<file path="config.mk">
export PLATFORM = sky130hd
export DESIGN_NAME = chrl_ctrl
export DESIGN_NICKNAME = d
export VERILOG_FILES = /design/src/hdl/chrl_pkg.sv /design/src/hdl/chrl_ctrl.sv
export SDC_FILE = /design/constraint.sdc
export NUM_CORES = 1
export LEC_CHECK = 0
export ABC_AREA = 1
export BUFFER_PORTS_ARGS = -buffer_cell sky130_fd_sc_hd__buf_2
export CAP_MARGIN = 40
export CORE_MARGIN = 5
export CORE_UTILIZATION = 48
export DETAILED_ROUTE_END_ITERATION = 10
export PLACE_DENSITY = 0.83
export SLEW_MARGIN = 20
export SYNTH_ARGS = -nofsm -noshare
export SYNTH_HDL_FRONTEND = slang
export SYNTH_SLANG_ARGS = --single-unit
</file>
<file path="constraint.sdc">
create_clock -name clk -period 2.7 [get_ports clk]
set_input_delay 0.81 -clock clk [delete_from_list [all_inputs] [get_ports clk]]
set_output_delay 0.81 -clock clk [all_outputs]
set_load 0.01 [all_outputs]
</file>
<file path="src/hdl/chrl_pkg.sv">
// chrl_pkg: shared types, constants and command codes for the hash ring lookup.
// No dependencies; all other files but chrl_ram use it (the RTL by scoped names).
`default_nettype none
package chrl_pkg;
  localparam int RING_DEPTH = 256;
  localparam int NODE_COUNT = 64;
  localparam int IDX_W = $clog2(RING_DEPTH);
  localparam int CNT_W = IDX_W + 1;
  localparam int NODE_W = 6;
  localparam int KEY_W = 64;

  typedef enum logic [2:0] {
    CMD_INSERT = 3'd0,
    CMD_FIND = 3'd1,
    CMD_NEXT = 3'd2,
    CMD_FIND_AVAIL = 3'd3,
    CMD_CONT_AVAIL = 3'd4
  } cmd_t;

  typedef enum logic [1:0] {
    ST_OK = 2'd0,
    ST_DUP = 2'd1,
    ST_FULL = 2'd2,
    ST_MISS = 2'd3
  } status_t;

  typedef enum logic [3:0] {
    S_IDLE, S_BS_RD, S_BS_WAIT, S_BS_CMP, S_INS_CHK, S_SHIFT_RD, S_SHIFT_WAIT,
    S_SHIFT_WR, S_INS_WR, S_POS, S_SKIP_RD, S_SKIP_WAIT, S_SKIP_CHK, S_OUT_RD,
    S_OUT_WAIT, S_RESP
  } state_t;

  // controller to datapath
  typedef struct packed {
    logic load;       // capture the input transaction
    logic bs_init;    // start binary search
    logic bs_step;    // update lo/hi from read data
    logic rd_mid;     // read at mid
    logic rd_cur;     // read at cursor
    logic rd_shift;   // read at shift source
    logic wr_shift;   // write shifted entry
    logic shift_dec;  // move shift pointer down
    logic wr_new;     // write new point
    logic pos_find;   // cursor from search result
    logic pos_next;   // next step
    logic pos_cont;   // continue-available entry
    logic skip_adv;   // advance past a down node
    logic set_dup;
    logic set_full;
    logic set_miss;
    logic set_hit;
    logic out_valid_set;
  } ctrl_t;

  // datapath to controller
  typedef struct packed {
    logic bs_done;
    logic dup;
    logic full;
    logic shift_done;
    logic empty;
    logic node_up;
    logic skip_miss;
    logic miss_now;
    logic out_busy;
  } stat_t;
endpackage
`default_nettype wire

</file>
<file path="src/hdl/chrl_ctrl.sv">
// chrl_ctrl: sequencer for insert, find, next and skip commands.
// Depends on chrl_pkg.
`default_nettype none
module chrl_ctrl (
  input  wire logic              clk,
  input  wire logic              rst_n,
  input  wire logic              in_valid,
  output logic                   in_ready,
  input  wire logic [2:0]        in_cmd,
  input  wire chrl_pkg::stat_t   stat,
  output chrl_pkg::ctrl_t        ctrl
);
  chrl_pkg::state_t state_r, state_nxt;
  logic [2:0] cmd_r, cmd_nxt;

  always_ff @(posedge clk) begin
    if (!rst_n) begin
      state_r <= chrl_pkg::S_IDLE;
      cmd_r <= '0;
    end else begin
      state_r <= state_nxt;
      cmd_r <= cmd_nxt;
    end
  end

  always_comb begin
    state_nxt = state_r;
    cmd_nxt = cmd_r;
    ctrl = '0;
    in_ready = (state_r == chrl_pkg::S_IDLE) && !stat.out_busy;
    unique case (state_r)
      chrl_pkg::S_IDLE: begin
        if (in_valid && in_ready) begin
          ctrl.load = 1'b1;
          ctrl.bs_init = 1'b1;
          cmd_nxt = in_cmd;
          unique case (in_cmd)
            chrl_pkg::CMD_INSERT, chrl_pkg::CMD_FIND, chrl_pkg::CMD_FIND_AVAIL:
              state_nxt = stat.empty && in_cmd != chrl_pkg::CMD_INSERT
                ? chrl_pkg::S_RESP : chrl_pkg::S_BS_RD;
            chrl_pkg::CMD_NEXT, chrl_pkg::CMD_CONT_AVAIL:
              state_nxt = stat.empty ? chrl_pkg::S_RESP : chrl_pkg::S_POS;
            default: state_nxt = chrl_pkg::S_RESP;
          endcase
          if (state_nxt == chrl_pkg::S_RESP) ctrl.set_miss = 1'b1;
        end
      end
      chrl_pkg::S_BS_RD: begin
        ctrl.rd_mid = 1'b1;
        state_nxt = stat.bs_done ? chrl_pkg::S_INS_CHK : chrl_pkg::S_BS_WAIT;
        if (stat.bs_done) ctrl.rd_cur = 1'b0;
      end
      chrl_pkg::S_BS_WAIT: begin
        ctrl.rd_mid = 1'b1;
        state_nxt = chrl_pkg::S_BS_CMP;
      end
      chrl_pkg::S_BS_CMP: begin
        ctrl.bs_step = 1'b1;
        state_nxt = chrl_pkg::S_BS_RD;
      end
      chrl_pkg::S_INS_CHK: begin
        // lo is the first index with key >= request; data read at lo settled
        if (cmd_r != chrl_pkg::CMD_INSERT) begin
          state_nxt = chrl_pkg::S_POS;
        end else if (stat.dup) begin
          ctrl.set_dup = 1'b1;
          state_nxt = chrl_pkg::S_RESP;
        end else if (stat.full) begin
          ctrl.set_miss = 1'b1;
          state_nxt = chrl_pkg::S_RESP;
        end else begin
          ctrl.set_full = 1'b1;
          state_nxt = chrl_pkg::S_SHIFT_RD;
        end
        ctrl.rd_mid = 1'b1;
      end
      chrl_pkg::S_SHIFT_RD: begin
        if (stat.shift_done) state_nxt = chrl_pkg::S_INS_WR;
        else begin
          ctrl.rd_shift = 1'b1;
          state_nxt = chrl_pkg::S_SHIFT_WAIT;
        end
      end
      chrl_pkg::S_SHIFT_WAIT: begin
        ctrl.rd_shift = 1'b1;
        state_nxt = chrl_pkg::S_SHIFT_WR;
      end
      chrl_pkg::S_SHIFT_WR: begin
        ctrl.wr_shift = 1'b1;
        ctrl.shift_dec = 1'b1;
        state_nxt = chrl_pkg::S_SHIFT_RD;
      end
      chrl_pkg::S_INS_WR: begin
        ctrl.wr_new = 1'b1;
        state_nxt = chrl_pkg::S_RESP;
      end
      chrl_pkg::S_POS: begin
        unique case (cmd_r)
          chrl_pkg::CMD_FIND, chrl_pkg::CMD_FIND_AVAIL: ctrl.pos_find = 1'b1;
          chrl_pkg::CMD_NEXT: ctrl.pos_next = 1'b1;
          default: ctrl.pos_cont = 1'b1;
        endcase
        state_nxt = (cmd_r == chrl_pkg::CMD_FIND_AVAIL || cmd_r == chrl_pkg::CMD_CONT_AVAIL)
          ? chrl_pkg::S_SKIP_RD : chrl_pkg::S_OUT_RD;
      end
      chrl_pkg::S_SKIP_RD: begin
        ctrl.rd_cur = 1'b1;
        state_nxt = chrl_pkg::S_SKIP_WAIT;
      end
      chrl_pkg::S_SKIP_WAIT: state_nxt = chrl_pkg::S_SKIP_CHK;
      chrl_pkg::S_SKIP_CHK: begin
        if (stat.node_up) begin
          ctrl.set_hit = 1'b1;
          state_nxt = chrl_pkg::S_RESP;
        end else if (stat.skip_miss) begin
          ctrl.skip_adv = 1'b1;
          ctrl.set_miss = 1'b1;
          state_nxt = chrl_pkg::S_RESP;
        end else begin
          ctrl.skip_adv = 1'b1;
          state_nxt = chrl_pkg::S_SKIP_RD;
        end
      end
      chrl_pkg::S_OUT_RD: begin
        state_nxt = chrl_pkg::S_OUT_WAIT;
      end
      chrl_pkg::S_OUT_WAIT: begin
        if (stat.miss_now) ctrl.set_miss = 1'b1;
        else ctrl.set_hit = 1'b1;
        state_nxt = chrl_pkg::S_RESP;
      end
      chrl_pkg::S_RESP: begin
        ctrl.out_valid_set = 1'b1;
        state_nxt = chrl_pkg::S_IDLE;
      end
      default: state_nxt = chrl_pkg::S_IDLE;
    endcase
  end

  a_one_write: assert property (@(posedge clk) disable iff (!rst_n)
    !(ctrl.wr_new && ctrl.wr_shift)) else $error("two ring writes at once");
  a_resp_idle: assert property (@(posedge clk) disable iff (!rst_n)
    ctrl.out_valid_set |=> state_r == chrl_pkg::S_IDLE) else $error("resp not followed by idle");
  a_accept_idle: assert property (@(posedge clk) disable iff (!rst_n)
    ctrl.load |-> !stat.out_busy) else $error("accepted while result pending");
endmodule
`default_nettype wire

</file>
### After elaboration in Yosys (flattened, before gate mapping)

Index checks and enable logic that the tools add are counted.

* flip-flop bits (word level): 7
* output and inout bits: 19
* word-level logic and storage cells: 89

* eq/ne operators: 25
* multiplexer cells: 46
* reductions and logical operators: 16

Operator list (number)
* $pmux W4 S15: 1
* $eq A4 B4 Y1 const B: 9
* $mux W4: 9
* $mux W1: 21
* $mux W3: 6
* $eq A4 B3 Y1 const B: 4
* $eq A3 B2 Y1 const B: 4
* $mux W2: 5
* $reduce_or A3 Y1: 3
* $eq A4 B2 Y1 const B: 2
* $pmux W4 S2: 1
* $eq A3 B1 Y1 const B: 2
* $eq A3 B3 Y1 const B: 2
* $reduce_bool A3 Y1: 2
* $reduce_or A2 Y1: 3
* $eq A4 B1 Y1 const B: 1
* $logic_not A4 Y1: 1
* $pmux W1 S2: 2
* $pmux W1 S4: 1
* $logic_and A1 B1 Y1: 3
* $logic_not A3 Y1: 1
* $ne A2 B1 Y1 const B: 1
* $reduce_and A2 Y1: 1
* $logic_not A1 Y1: 1
* $logic_or A1 B1 Y1: 1

### Logic depth before layout (Yosys ltp)

* depth in word-level cells: 10
* mapped depth: 9

### Worst setup path before layout

Ideal clock, no wire load.

* kind: input to output
* start point: input port stat[0] (netlist name)
* end point: output port ctrl[2] (netlist name)
* arrival: 1.334 ns
* required time: 1.890 ns
* slack: 0.556 ns
* cell stages on the path: 5
* buffers on the path: 0
* cell sequence: nor2_4 -> nand2_4 -> inv_1 -> nand2_1 -> nand4_1

RTL lines
* start, declared: line chrl_ctrl.sv:10 `input wire chrl_pkg::stat_t stat,`
* end, declared: line chrl_ctrl.sv:11 `output chrl_pkg::ctrl_t ctrl`

==> results.md <==
- Worst Path Arrival: 1.56 ns
- Worst hold path class: reg -> reg
- Final Max Slew Viols: 0
- Die ar.: 0.002350 mm^2
- Post-DP HPWL: ~1.7 mm
- Post-CTS Hold Buffers: 0
- Antenna violations before repair: 0
- Starting density of the core: 0.5264
- Sequential power share: 0.254
- Period utilization: 0.8787
- Post-Route WL: 1.949 mm
- Via count: 916
- Largest family of logic cells by synthesized area: simple AND/OR/NAND/NOR gates
- GRT Residual Overflow: 0
- Synth area leaders: dfxtp_1, nand2_1, nor2_1
- CTS-repair resized insts: 0
- Final Skew: between 0.004 and 0.005 ns
- Sw power: 341.2 uW
- Drt pass-1 iters: 4
- Maximum root-to-sink buffer count: 2
- Simple-gate share of the synthesized area: 0.5211
- Height of the die: 48.48 um
- Num rows: 13
- Setup TNS: 0 ns
- Post-synth top area share: 0.1972
- Logic pwr share: 0.609
- Tmin final: 2.372 ns
- Peak VDD IR: 458.5 uV
- Critical path class: reg -> out
- Input/output buffers: 33
- Seq cells post-synth: 7
- DR WL/cell: 10.65 um
- Status: complete, no violations
- Post-synthesis compound-gate area fraction: 0.1285
- Fmax: 0.4215 GHz
- Vias per cell: about 5.0
- GR peak layer: met2
- Synth Area in Adders: 0
- DRC Markers: 0
- Internal power: 331.5 uW
- Met2 global-route usage: 0.2935
- Later-pin clock latency in the skew report: 0.25 ns
- Met3 Use GR: 0.03670
- Cell taking the most area after synthesis: dfxtp_1
- Num CTS Buffers: 3
- Met1 usage: 0.1857
- Slew HR: 0.8381
- Leak pwr: 0.0005646 uW
- RSZ-0062 raised after global routing: no
- CTS H-tree lvls: 1
- Distinct cells, synth: 19
- Post-synthesis mux area share: 0
- Routability Congestion: approximately 0.85
- Boundary pin count: 34
- Die Wd: 48.48 um
- Antenna-violating nets left: 0
- Clock tree root buffer cell: clkbuf_4
- Layout cells sized above 1: 0.2738
- Netlist Area Pre-Place: 710.7 um^2
- Largest net degree at the start of global routing: 9
- Inst Count DP: 179
- Final hold vios: 0
- Post-Synth XOR/XNOR Area: 0
- Switch share: 0.5072
- Syn avg cell area: around 5.3 um^2
- Fin cells: 183
- Clock sinks: 7
- CP required: 1.89 ns
- Setup bufs post-CTS: 0
- Worst Tran Pin Value: roughly 0.24 ns
- Final net count: 184
- Max Cap Viol: 0
- Final setup violation count: 0
- Fillers: 130
- Vias in the first global route: 859
- First-pass GRT wire length: 3.291 mm
- Yosys Warn Count: 0
- Power per cell area: 742.6 mW/mm^2
- Register clock-pin slew on the reported worst setup and hold paths: 0.05 ns
- Clock share of power: 0.137
- CP startpoint kind: flop
- Critical path endpoint category: output pin
- Syn nets: 148
- Core outline area: between 0.001 and 0.0015 mm^2
- Gr usage total: 0.1667
- Sequential share of the synthesized area: 0.1972
- Crit-path max FO: 8
- Pre-CTS setup slack: around 0.38 ns
- Final worst setup slack: 0.3276 ns
- Cells after Synth: 133
- Ant. Diodes: 0
- Drt initial violations: 11
- CTS tree: done
- Area added between synthesis and finish: 27.46%
## final cells by class
class / instances / area [um^2] / area share
tap: 15 / 18.77 / 0.02072
sequential: 7 / 140.1 / 0.1547
timing repair buffer: 33 / 165.2 / 0.1823
inverter: 25 / 93.84 / 0.1036
multi-input combinational: 99 / 461.7 / 0.5097
clock buffer: 4 / 26.28 / 0.02901
## flip-flops by register name, summed over array words and instances, names as in the netlist
| name | cells |
|---|---|
| state_r | 4 |
| cmd_r | 3 |
## stage by stage
stage          cell area [um^2]  power [uW]    util  hold WS [ns]
2_1_floorplan             710.7       469.8       -        0.4774
3_3_place_gp              879.6       571.9  0.6515        0.5197
3_5_place_dp              879.6       582.4  0.6515        0.5220
4_1_cts                   905.9       675.8  0.6710        0.5286
5_1_grt                   905.9       745.3  0.6710        0.5700
6_report                  905.9       672.7  0.6710        0.5345
## routing by layer
layer | part of all wire | wire length, um
met1 | 0.42 | 813
met2 | 0.49 | 948
met3 | 0.082 | 160
met4 | 0.013 | 26
met5 | 0 | 0
## power groups by stage
stage / Sequential, uW / Combinational (uW) / Clock, uW
after floorplan: 164 / 305 / 0
after global placement: 171 / 401 / 0
after detailed placement: 172 / 411 / 0
after CTS: 169 / 412 / 94.2
after global routing: 175 / 471 / 99.4
final: 171 / 410 / 92.2
## cells in the mapped netlist
cell,n
buf_4,2
o32ai_1,1
nor3_1,2
nor2_4,2
nand2_2,4
nor2_1,28
nor4_1,1
o21ai_0,8
dfxtp_1,7
clkinv_1,1
o31ai_1,1
or2_2,1
nand4_1,2
nand3_1,10
nor2_2,2
nand2_4,1
inv_1,24
nand2_1,29
a21oi_1,7
## logic make-up (layout without fill, tap and decap cells)
| kind of cell | count (synthesis) | after routing |
|---|---|---|
| buf+inv | 27 | 62 |
| flops | 7 | 7 |
| simple gates | 82 | 82 |
| compound gates | 17 | 17 |
## worst max-delay path: stages, from the launching register on
cell,delay [ns]
dfxtp_1,0.37
nor2_2,0.23
nand2_2,0.14
nor2_4,0.13
nand2_4,0.08
inv_1,0.09
nand2_1,0.08
nand4_1,0.07
buf_2,0.13
## path summary, 6_finish.rpt
check	cells past startpoint	startpoint	slack, ns	endpoint
worst min register to register	2	cmd_r[1]$_SDFFE_PN0P_	0.53	cmd_r[1]$_SDFFE_PN0P_
worst min-delay path	2	cmd_r[1]$_SDFFE_PN0P_	0.53	cmd_r[1]$_SDFFE_PN0P_
worst max register to register	9	state_r[1]$_SDFFE_PN0P_	1.34	state_r[2]$_SDFFE_PN0P_
worst max-delay path	8	state_r[3]$_SDFFE_PN0P_	0.33	ctrl[2]
## cells in the final DEF, fill, tap and decap left out, drive strengths merged
cell    count
a21oi       7
buf        33
clkbuf      4
clkinv      1
dfxtp       7
inv        24
nand2      34
nand3      10
nand4       2
nor2       32
nor3        2
nor4        1
o21ai       8
o31ai       1
o32ai       1
or2         1
No activity file was read; power rests on OpenSTA's default activity.
